`config.mk`:
```
export PLATFORM = sky130hd
export DESIGN_NAME = uwo_ram
export DESIGN_NICKNAME = d
export VERILOG_FILES = /design/src/rtl/uwo_ram.sv
export SDC_FILE = /design/constraint.sdc
export NUM_CORES = 1
export LEC_CHECK = 0
export BUFFER_PORTS_ARGS = -buffer_cell sky130_fd_sc_hd__buf_2
export CORE_MARGIN = 2
export CORE_UTILIZATION = 59
export CTS_BUF_LIST = sky130_fd_sc_hd__clkbuf_4 sky130_fd_sc_hd__clkbuf_8
export DETAILED_ROUTE_END_ITERATION = 10
export GPL_ROUTABILITY_DRIVEN = 0
export PLACE_DENSITY = 0.86
export SKIP_CTS_REPAIR_TIMING = 1
export SYNTH_ARGS = -nofsm -noshare
export SYNTH_HDL_FRONTEND = slang
export SYNTH_SLANG_ARGS = --single-unit
```
`constraint.sdc`:
```
create_clock -name i_clk -period 8.45 [get_ports i_clk]
set_clock_uncertainty 0.1 [all_clocks]
set_input_delay 1.69 -clock i_clk [delete_from_list [all_inputs] [get_ports i_clk]]
set_output_delay 1.69 -clock i_clk [all_outputs]
set_load 0.01 [all_outputs]
```
`src/rtl/uwo_ram.sv`:
```
// generic single write port ram with registered read
module uwo_ram #(
    parameter int WIDTH  = 16,
    parameter int DEPTH  = 16,
    parameter int ADDR_W = (DEPTH > 1) ? $clog2(DEPTH) : 1
) (
    input  logic              i_clk,
    input  logic              i_we,
    input  logic [ADDR_W-1:0] i_waddr,
    input  logic [WIDTH-1:0]  i_wdata,
    input  logic [ADDR_W-1:0] i_raddr,
    output logic [WIDTH-1:0]  o_rdata
);
    logic [WIDTH-1:0] r_mem [DEPTH];
    logic [WIDTH-1:0] r_q;

    always_ff @(posedge i_clk) begin
        if (i_we) begin
            r_mem[i_waddr] <= i_wdata;
        end
        r_q <= r_mem[i_raddr];
    end

    assign o_rdata = r_q;
endmodule

```
==> metrics.md <==
| Metric | Value |
|---|---|
| Initial core utilization | 0.6056 |
| Post-Route WL | 20.27 mm |
| HP Class | flop to flop |
| Most frequent cells in the layout | edfxtp_1 (256), mux4_2 (54), clkbuf_8 (52) |
| Pre-CTS setup slack | 4392 ps |
| Post-layout util | 0.6935 |
| Clk buf depth | 3 |
| Cells after DPL | 687 |
| Total grt overflow | 0 |
| Worst VDD drop | 0.1621 mV |
| Hold_ws | 581.4 ps |
| Cell Area, Synth | 0.01004 mm^2 |
| First-pass GRT wire length | 30.35 mm |
| CTS H-tree lvls | 2 |
| Number of cell rows | 47 |
| Share of layout cells above drive strength 1 | 0.3678 |
| Via-per-instance ratio | 6.397 |
| Final critical-path share of the clock period | 0.4123 |
| Crit path kind | input port to flop |
| Setup ws final | 4966 ps |
| Minimum clock period | 3484 ps |
| Synth-to-Final Area Change | 14.51% |
| Flops & latches, synth | 272 |
| Post-route ant nets | 0 |
| Commonest non-fill, non-tap cell in the layout | edfxtp_1 |
| Routed vias | 4868 |
| Clock Latency Late Sink | 530 ps |
| DR iter-0 viols | 482 |
| Critical path data arrival time | 3770 ps |
| Startpoint types | input port |
| Seq/Total Area, Yosys | 0.7973 |
| Critical Path RT | 8740 ps |
| Critical path cell sequence | buf_4, buf_4, mux4_2, a22oi_1, nand2_1 |
| Setup TNS | 0 ps |
| Fill cell count | 942 |
| Clock buffer count from CTS | 42 |
| Lkg Pwr | 3.810 nW |
| # setup viols final | 0 |
| Max Cap Viol | 0 |
| Number of global-route vias before repair | 4964 |
| Clock transition at path regs | 60 ps |
| Die height | 134.5 um |
| Post-DP HPWL | 10.38 mm |
| Die area | 0.01808 mm^2 |
| Mapped Nets | 458 |
| CTS tree | yes |
| Met3 usage | 0.04129 |
| Final hold vios | 0 |
| Gate Count Post-Synth | 432 |
| Multi-input gate area | 0.001962 mm^2 |
| Root Buffer | clkbuf_8 |
| CP Buf/Inv Count | 2 |
| CP Max Fanout | 39 |
| M2 GR Usage | 0.3790 |
| Antenna violations before repair | 0 |
| Worst-Margin Slew | 1310 ps |
| GRT met1 Usage | 0.3291 |
| Status | finished, final reports clean |
| CP endpoint kind | flop |
| Storage element area | 0.008008 mm^2 |
| Worst rel slew slack | 0.1257 |
| Family with the most delay on the worst path | buffers and inverters |
| Most used cell along the critical path | buf_4 |
| Number of remaining DRC errors | 0 |
| Port-buffer cells | 41 |
| Share of the synthesized area in the top cell type | 0.7654 |
| GRT busiest layer | met2 |
| Pwr dens | 246.3 mW/mm^2 |
| Mean Syn Cell Area | 23.25 um^2 |
| Max Fclk | 287.0 MHz |
| I/O pin cnt | 42 |
| Max stage delay on crit path | 700 ps |
| First-pass DRT Iterations | 4 |
| Routed WL per cell | 26.63 um |
| Top post-synthesis cells by area | edfxtp_1 (77%), mux4_2 (12%), dfxtp_1 (3.2%), mux4_1 (2.6%), a22oi_1 (2.4%) |
| Largest net degree at the start of global routing | 65 |
| Largest area contributor in the netlist | edfxtp_1 |
| RSZ-0062 raised after global routing | false |
| Fin nets | 537 |
| Slowest CP cell | buf_4 |
| Final slew viol count | 0 |
| Antenna cells | 0 |
| Core area | 0.01658 mm^2 |
| Width of the die | 134.5 um |
| Post-synthesis cell type count | 19 |
| Clock Sinks | 272 |
| Total GRT Usage | 0.2341 |
| Ys Warns | 0 |
| Post-Layout Cell Count | 761 |
==> cell usage after synthesis, drive strengths merged <==
cell type	n
a22oi	32
and2	1
buf	13
clkbuf	8
dfxtp	16
edfxtp	256
mux4	64
nand2	17
nand2b	2
nand3	1
nand3b	2
nor2	13
nor2b	2
nor3	4
or3b	1
==> cell type report <==
class | count | area share
Timing Repair Buffer | 56 | 0.02785
Sequential cell | 272 | 0.6963
Clock inverter | 7 | 0.009356
Tap cell | 220 | 0.02393
Multi-Input combinational cell | 139 | 0.1706
Clock buffer | 67 | 0.07202
==> cells by family after synthesis <==
family | Yosys count | share of synthesized area
AOI/OAI and AO/OA | 32 | 0.02392
DFF | 272 | 0.7973
buffers and inverters | 21 | 0.01233
and+or+nand+nor | 43 | 0.01918
muxes | 64 | 0.1473
==> metrics by stage <==
stage	instance area [um^2]	power (mW)
2_1_floorplan	10040	1.621
3_3_place_gp	10570	1.669
3_5_place_dp	10570	1.678
4_1_cts	11500	2.851
5_1_grt	11500	2.915
6_report	11500	2.832
==> path summary, 6_finish.rpt <==
check	cells after the start	start	slack, ps	endpoint
max	5	i_raddr[0]	4970	o_rdata[2]
min	3	r_mem[12][0]	580	o_rdata[0]
min reg2reg	3	r_mem[12][0]	580	o_rdata[0]
max reg2reg	3	r_mem[9][4]	7000	o_rdata[4]
==> tightest hold or removal path: cells and delay by family, from the launching register on <==
kind | cells | cell delay, ps
DFF | 1 | 310
muxes | 1 | 220
AOI/OAI and AO/OA | 1 | 70
and+or+nand+nor | 1 | 60
==> routing by layer <==
metal  wire, um  vias to the layer above
li1           -                     2003
met5          0                        -
met3       1426                       48
met4        490                        0
met1       8030                     2565
met2      10320                      252
==> registers in the layout, indices dropped and copies added (netlist names) <==
| register | flops |
|---|---|
| o_rdata | 16 |
| r_mem | 256 |
==> power breakdown <==
group	internal [mW]	leakage, nW	switching [mW]
Combinational	0.0542	0.866	0.0773
Sequential	1.51	2.45	0.00899
Clock	0.710	0.496	0.473
Power figures use the tool's default switching activity.
